### src/design/ufr_pkg.sv
`timescale 1ns / 1ps
`default_nettype none

package ufr_pkg;

  localparam logic [31:0] BASE_RESET = 32'h0810_8000;
  localparam logic [7:0]  START_BYTE = 8'hF0;
  localparam logic [7:0]  END_CMD    = 8'hF2;
  localparam logic [7:0]  ACK_BYTE   = 8'h21;
  localparam logic [7:0]  CRC_POLY   = 8'h31;

  localparam logic [2:0] KIND_START_ACK  = 3'd0;
  localparam logic [2:0] KIND_COMMIT_ACK = 3'd1;
  localparam logic [2:0] KIND_END_ACK    = 3'd2;
  localparam logic [2:0] KIND_STAGED     = 3'd3;
  localparam logic [2:0] KIND_CRC_DROP   = 3'd4;
  localparam logic [2:0] KIND_TMO_DROP   = 3'd5;

  typedef struct packed {
    logic       req_type;
    logic [7:0] rx_byte;
  } req_t;

  typedef struct packed {
    logic [2:0]  out_kind;
    logic [31:0] out_address;
    logic [7:0]  out_data;
    logic [7:0]  out_length;
    logic [31:0] out_total;
  } rsp_t;

endpackage

`default_nettype wire

### src/design/update_frame_receiver.sv
`timescale 1ns / 1ps
`default_nettype none

// Receiver for a CRC-8 framed firmware image stream.
// Input channel: in_valid/in_stall carry one request, a received byte or a
// receive timeout. Output channel: out_valid/out_stall carry acks, staged
// payload bytes with their flash address, and discard reports.
// cfg_we/cfg_wdata write the image base address; write only while idle.
// A request is held in an input register, parsed when the output register is
// free and its result lands in the output register: out_valid rises once the
// result is registered. One request per cycle is sustained while out_stall
// stays low; the frame state update of one request feeds the next directly.
// Requests that give no result still pass through the parser.
// While the receiver stalls, one more request is taken into the input
// register; then in_stall rises until the result is taken.
// Synchronous reset clears the pipeline, returns to waiting for the start
// byte, zeroes the write offset and sets the base address to 0x08108000.
module update_frame_receiver #(
  parameter logic [31:0] BASE_ADDR_RESET = ufr_pkg::BASE_RESET
) (
  input  wire logic          clk,
  input  wire logic          rst,
  input  wire logic          in_valid,
  output logic               in_stall,
  input  wire ufr_pkg::req_t in_req,
  output logic               out_valid,
  input  wire logic          out_stall,
  output ufr_pkg::rsp_t      out_rsp,
  input  wire logic          cfg_we,
  input  wire logic [31:0]   cfg_wdata
);
  import ufr_pkg::*;

  logic        hold_valid;
  req_t        hold;
  logic [31:0] image_base_address;
  logic        adv;
  logic        accept;
  logic        res_valid;
  rsp_t        res;

  assign adv      = hold_valid && (!out_valid || !out_stall);
  assign in_stall = hold_valid && !adv;
  assign accept   = in_valid && !in_stall;

  ufr_parser u_parser (
    .clk       (clk),
    .rst       (rst),
    .go        (adv),
    .req       (hold),
    .base      (image_base_address),
    .res_valid (res_valid),
    .res       (res)
  );

  always_ff @(posedge clk) begin
    if (rst) begin
      image_base_address <= BASE_ADDR_RESET;
    end else if (cfg_we) begin
      image_base_address <= cfg_wdata;
    end
  end

  always_ff @(posedge clk) begin
    if (rst) begin
      hold_valid <= 1'b0;
    end else if (accept) begin
      hold_valid <= 1'b1;
    end else if (adv) begin
      hold_valid <= 1'b0;
    end
    if (accept) begin
      hold <= in_req;
    end
  end

  always_ff @(posedge clk) begin
    if (rst) begin
      out_valid <= 1'b0;
    end else if (adv) begin
      out_valid <= res_valid;
    end else if (out_valid && !out_stall) begin
      out_valid <= 1'b0;
    end
    if (adv && res_valid) begin
      out_rsp <= res;
    end
  end

`ifndef SYNTHESIS
  a_hold_kept: assert property (@(posedge clk) disable iff (rst)
    hold_valid && !adv |=> hold_valid && $stable(hold))
    else $error("held request lost");

  a_staged_len: assert property (@(posedge clk) disable iff (rst)
    out_valid && out_rsp.out_kind == KIND_STAGED |-> out_rsp.out_length != 8'd0)
    else $error("staged byte with zero length");

  a_commit_ack: assert property (@(posedge clk) disable iff (rst)
    out_valid && out_rsp.out_kind == KIND_COMMIT_ACK |-> out_rsp.out_data == ACK_BYTE)
    else $error("commit without ack byte");
`endif

endmodule

`default_nettype wire

### src/design/ufr_parser.sv
`timescale 1ns / 1ps
`default_nettype none

module ufr_parser (
  input  wire logic          clk,
  input  wire logic          rst,
  input  wire logic          go,
  input  wire ufr_pkg::req_t req,
  input  wire logic [31:0]   base,
  output logic               res_valid,
  output ufr_pkg::rsp_t      res
);
  import ufr_pkg::*;

  typedef enum logic [2:0] {
    PH_START   = 3'd0,
    PH_CMD     = 3'd1,
    PH_LEN     = 3'd2,
    PH_PAYLOAD = 3'd3,
    PH_CRC     = 3'd4,
    PH_DONE    = 3'd5
  } phase_t;

  function automatic logic [7:0] crc_update(input logic [7:0] crc, input logic [7:0] b);
    logic [7:0] c;
    c = crc ^ b;
    for (int i = 0; i < 8; i++) begin
      c = c[7] ? ((c << 1) ^ CRC_POLY) : (c << 1);
    end
    return c;
  endfunction

  phase_t      phase, phase_next;
  logic        frame_is_end, frame_is_end_next;
  logic [7:0]  payload_length, payload_length_next;
  logic [7:0]  bytes_seen, bytes_seen_next;
  logic [7:0]  running_crc, running_crc_next;
  logic [31:0] write_offset, write_offset_next;
  logic [31:0] chunk_addr;
  logic [7:0]  seen_inc;

  assign chunk_addr = base + write_offset;
  assign seen_inc   = bytes_seen + 8'd1;

  always_comb begin
    phase_next          = phase;
    frame_is_end_next   = frame_is_end;
    payload_length_next = payload_length;
    bytes_seen_next     = bytes_seen;
    running_crc_next    = running_crc;
    write_offset_next   = write_offset;
    res_valid           = 1'b0;
    res.out_kind        = KIND_START_ACK;
    res.out_address     = chunk_addr;
    res.out_data        = 8'd0;
    res.out_length      = payload_length;
    if (req.req_type) begin
      if (phase == PH_LEN || phase == PH_PAYLOAD || phase == PH_CRC) begin
        res_valid           = 1'b1;
        res.out_kind        = KIND_TMO_DROP;
        res.out_length      = (phase == PH_LEN) ? 8'd0 : payload_length;
        phase_next          = PH_CMD;
        frame_is_end_next   = 1'b0;
        payload_length_next = 8'd0;
        bytes_seen_next     = 8'd0;
        running_crc_next    = 8'd0;
      end
    end else begin
      case (phase)
        PH_START: begin
          if (req.rx_byte == START_BYTE) begin
            res_valid           = 1'b1;
            res.out_kind        = KIND_START_ACK;
            res.out_address     = base;
            res.out_data        = ACK_BYTE;
            res.out_length      = 8'd0;
            write_offset_next   = 32'd0;
            phase_next          = PH_CMD;
            frame_is_end_next   = 1'b0;
            payload_length_next = 8'd0;
            bytes_seen_next     = 8'd0;
            running_crc_next    = 8'd0;
          end
        end
        PH_CMD: begin
          frame_is_end_next = (req.rx_byte == END_CMD);
          phase_next        = PH_LEN;
        end
        PH_LEN: begin
          payload_length_next = req.rx_byte;
          bytes_seen_next     = 8'd0;
          running_crc_next    = 8'd0;
          if (frame_is_end) begin
            res_valid      = 1'b1;
            res.out_kind   = KIND_END_ACK;
            res.out_data   = ACK_BYTE;
            res.out_length = req.rx_byte;
            phase_next     = PH_DONE;
          end else begin
            phase_next = (req.rx_byte == 8'd0) ? PH_CRC : PH_PAYLOAD;
          end
        end
        PH_PAYLOAD: begin
          res_valid        = 1'b1;
          res.out_kind     = KIND_STAGED;
          res.out_address  = chunk_addr + {24'd0, bytes_seen};
          res.out_data     = req.rx_byte;
          running_crc_next = crc_update(running_crc, req.rx_byte);
          bytes_seen_next  = seen_inc;
          if (seen_inc == payload_length) begin
            phase_next = PH_CRC;
          end
        end
        PH_CRC: begin
          res_valid = 1'b1;
          if (req.rx_byte == running_crc) begin
            res.out_kind      = KIND_COMMIT_ACK;
            res.out_data      = ACK_BYTE;
            write_offset_next = write_offset + {24'd0, payload_length};
          end else begin
            res.out_kind = KIND_CRC_DROP;
          end
          phase_next          = PH_CMD;
          frame_is_end_next   = 1'b0;
          payload_length_next = 8'd0;
          bytes_seen_next     = 8'd0;
          running_crc_next    = 8'd0;
        end
        default: begin
        end
      endcase
    end
    res.out_total = write_offset_next;
  end

  always_ff @(posedge clk) begin
    if (rst) begin
      phase          <= PH_START;
      frame_is_end   <= 1'b0;
      payload_length <= 8'd0;
      bytes_seen     <= 8'd0;
      running_crc    <= 8'd0;
      write_offset   <= 32'd0;
    end else if (go) begin
      phase          <= phase_next;
      frame_is_end   <= frame_is_end_next;
      payload_length <= payload_length_next;
      bytes_seen     <= bytes_seen_next;
      running_crc    <= running_crc_next;
      write_offset   <= write_offset_next;
    end
  end

`ifndef SYNTHESIS
  a_payload_in_range: assert property (@(posedge clk) disable iff (rst)
    phase == PH_PAYLOAD |-> bytes_seen < payload_length)
    else $error("payload index beyond length");

  a_offset_clear_before_start: assert property (@(posedge clk) disable iff (rst)
    phase == PH_START |-> write_offset == 32'd0)
    else $error("offset nonzero before start");

  a_done_sticks: assert property (@(posedge clk) disable iff (rst)
    phase == PH_DONE |=> phase == PH_DONE)
    else $error("left done phase");
`endif

endmodule

`default_nettype wire
### config.mk
export PLATFORM = sky130hd
export DESIGN_NAME = update_frame_receiver
export DESIGN_NICKNAME = d
export VERILOG_FILES = /design/src/design/ufr_pkg.sv /design/src/design/update_frame_receiver.sv /design/src/design/ufr_parser.sv
export SDC_FILE = /design/constraint.sdc
export NUM_CORES = 1
export LEC_CHECK = 0
export BUFFER_PORTS_ARGS = -buffer_cell sky130_fd_sc_hd__clkbuf_2
export CAP_MARGIN = 0
export CORE_MARGIN = 8
export CORE_UTILIZATION = 59
export CTS_CLUSTER_DIAMETER = 30
export DETAILED_ROUTE_END_ITERATION = 6
export GPL_TIMING_DRIVEN = 1
export PLACE_DENSITY_LB_ADDON = 0.1
export RECOVER_POWER = 50
export SETUP_SLACK_MARGIN = 0.4
export SLEW_MARGIN = 30
export SYNTH_ARGS = -nofsm -noshare
export SYNTH_HDL_FRONTEND = slang
export SYNTH_HIERARCHICAL = 1
export SYNTH_SLANG_ARGS = --single-unit
### constraint.sdc
create_clock -name clk -period 8 [get_ports clk]
set_input_delay 0.4 -clock clk [delete_from_list [all_inputs] [get_ports clk]]
set_output_delay 0.4 -clock clk [all_outputs]
set_load 0.05 [all_outputs]
==> flow_metrics.env <==
export IMPL_start_kind="primary input"
export IMPL_final_layout_size_suffix_gt1_share_pct=9.02
export IMPL_wl_per_cell_um=20.3
export IMPL_min_delay_start="in_req[6]"
export IMPL_power_density_nw_per_um2=154
export IMPL_cts_sinks=186
export IMPL_synth_async_sr_flop_share_pct=0
export IMPL_grt_first_pass_wirelength_um=53200
export IMPL_power_switching_mw=0.522
export IMPL_worstPathArrival_ps=4910
export IMPL_leakagePower_nw=4.93
export IMPL_drtAntennaViolNets=0
export IMPL_antenna_found_initial=0
export IMPL_ir_worst_vdd_v=0.000130
export IMPL_hold_class="in2reg"
export IMPL_fin_crit_sh_pct=57.8
export IMPL_dieArea_um2=24800
export IMPL_cpPeakStageDelay_ps=2740
export IMPL_gp_congestion=0.933
export IMPL_layout_common_cells="124 x nor2_1, 103 x a21oi_1, 102 x nand2_1"
export IMPL_end_kind="flop"
export IMPL_synth_area_per_cell_um2=9.05
export IMPL_grt_usage_pct=27.3
export IMPL_vias=10600
export IMPL_crit_chain="clkbuf_2 -> clkbuf_1 -> inv_1 -> nand2_1 -> a41oi_1 -> o21ai_0 -> o31ai_1"
export IMPL_wirelength_um=33900
export IMPL_h_tree_depth=4
export IMPL_netlist_area_um2=11800
export IMPL_final_common_cell="nor2_1"
export IMPL_drtIter0Drc=978
export IMPL_yosysSeqAreaShare_pct=39.3
export IMPL_combPwrFrac_pct=7.9
export IMPL_post_cts_buffers=0
export IMPL_cts_resized=0
export IMPL_hpwl_um=24400
export IMPL_hold_viol_final=0
export IMPL_hold_buffers=0
export IMPL_clock_root_buffer="clkbuf_16"
export IMPL_die_w_um=158
export IMPL_status="complete, but fails checks"
export IMPL_clkLatencyLatePin_ps=440
export IMPL_p_int_mw=1.49
export IMPL_clockBufferDepth=2
export IMPL_rsz0062_at_grt="no"
export IMPL_skew_ps=12.2
export IMPL_max_slew_margin_pct=-163
export IMPL_firstDrtPassIters=6
export IMPL_drc_errors=0
export IMPL_worst_r2r_startpoint="u_parser/write_offset[0]$_SDFFE_PP0P_"
export IMPL_io_buffer_count=130
export IMPL_p_total_mw=2.01
export IMPL_fmax_mhz=216
export IMPL_critical_path_class="in2reg"
export IMPL_yosys_register_bits=186
export IMPL_swShare_pct=26.0
export IMPL_grt_max_degree=82
export IMPL_clkPwrFrac_pct=41.1
export IMPL_syn_to_final_growth_pct=10.4
export IMPL_failed_checks="max-capacitance violations, max-slew violations"
export IMPL_critPathRequiredTime_ps=8290
export IMPL_row_count=51
export IMPL_seqPwrFrac_pct=51.0
export IMPL_ys_types=92
export IMPL_grt_overflow=0
export IMPL_cts_buffers=17
export IMPL_viasPerCell=6.35
export IMPL_pin_count=131
export IMPL_cp_max_fo=81
export IMPL_cpMaxStageDelayCell="clkbuf_1"
export IMPL_core_area_um2=19600
export IMPL_min_period_ps=4620
export IMPL_crit_start="rst"
export IMPL_final_nets=1492
export IMPL_syn_inst=1305
export IMPL_synth_edf_count=92
export IMPL_setup_viol=0
export IMPL_fin_setup_tns_ps=0
export IMPL_drv_cap=3
export IMPL_die_y_um=158
export IMPL_ys_warn_count=6
export IMPL_grt_pass1_vias=9962
export IMPL_cts_tree="done"
export IMPL_drv_slew=157
export IMPL_n_antenna_cell=0
export IMPL_tightest_slew_ps=3940
export IMPL_clk_pin_slew_worst_paths_ps=80
export IMPL_synthesis_nets=1402
export IMPL_ys_flop_type="dfxtp_1"
export IMPL_start_util_pct=60.3
[logic make-up (layout without fill, tap and decap cells)]
| family | after synthesis | in the layout | share of synthesized area (%) |
|---|---|---|---|
| fa+ha+maj | 51 | 51 | 5.59 |
| compound gates | 417 | 417 | 23.6 |
| mux | 42 | 42 | 3.57 |
| buf+inv | 104 | 207 | 4.05 |
| flops | 186 | 186 | 39.3 |
| simple gates | 428 | 428 | 18.1 |
| xor+xnor | 77 | 77 | 5.84 |
[state kept, by name (all words and copies together), names as in the netlist]
name / count
u_parser/bytes_seen: 8
u_parser/frame_is_end: 1
u_parser/payload_length: 8
out_rsp: 83
hold: 9
hold_valid: 1
out_valid: 1
u_parser/running_crc: 8
image_base_address: 32
u_parser/write_offset: 32
u_parser/phase: 3
[final timing paths]
path | to | slack [ps] | depth (start not counted)
worst min register to register | u_parser/running_crc[2]$_SDFFE_PP0P_ | 520 | 2
worst max-delay path | u_parser/write_offset[26]$_SDFFE_PP0P_ | 3380 | 7
worst max register to register | out_rsp[67]$_DFFE_PP_ | 3460 | 17
worst min-delay path | hold[6]$_DFFE_PP_ | 130 | 1
[synth_stat cells (all sizes together) (28+ instances only)]
cell type,count,share of area [%]
nand2,104,3.3
dfxtp,94,16
ha,48,5.1
xnor2,49,3.7
o21ai,107,4.6
o31ai,29,1.8
nor2,127,4.0
inv,30,0.95
nand3,33,1.4
xor2,28,2.1
mux2i,41,3.5
edfxtp,92,23
clkbuf,53,1.7
nor3,37,1.6
a21oi,106,4.5
[per-layer routing]
| metal | vias up | track usage (%) | wire length (um) |
|---|---|---|---|
| met4 | 0 | 11.4 | 1120 |
| met3 | 64 | 4.09 | 2670 |
| met1 | 5026 | 35.1 | 14400 |
| met2 | 457 | 45.0 | 15700 |
| li1 | 5072 | - | - |
| met5 | - | 0 | 0 |
[worst max-delay path, delay by kind of cell]
kind / cells / cell delay, ps
buffers and inverters: 3 / 3390
AND/OR/NAND/NOR: 1 / 680
AO/OA/AOI/OAI: 3 / 410
[power by group through the flow]
stage / combinational [mW] / clock [mW] / sequential [mW]
2_1_floorplan: 0.120 / 0 / 1.04
3_3_place_gp: 0.152 / 0 / 1.05
3_5_place_dp: 0.155 / 0 / 1.05
4_1_cts: 0.156 / 0.842 / 1.02
5_1_grt: 0.173 / 0.880 / 1.03
6_report: 0.159 / 0.825 / 1.02
[through the flow]
stage                     cells  worst slack [ps]  cell area (um2)  util, %  hold WS [ps]
final                      1673              3380            13000     66.6           133
after global routing       1673              3020            13000     66.6           115
after CTS                  1673              3560            13200     67.1           123
after detailed placement   1641              3580            12600     64.1           505
after global placement     1641              3670            12600     64.1           493
after floorplan            1305              1820            11800        -           468
[final cells by class]
cell class | count | area [um2]
flip-flops and latches | 186 | 4640
clock buffers | 17 | 425
repair buffers | 145 | 642
multi-input cells | 1015 | 6730
clock inverters | 15 | 163
fillers | 1688 | 6550
inverters | 30 | 113
well taps | 265 | 332
Power figures use the tool's default switching activity.
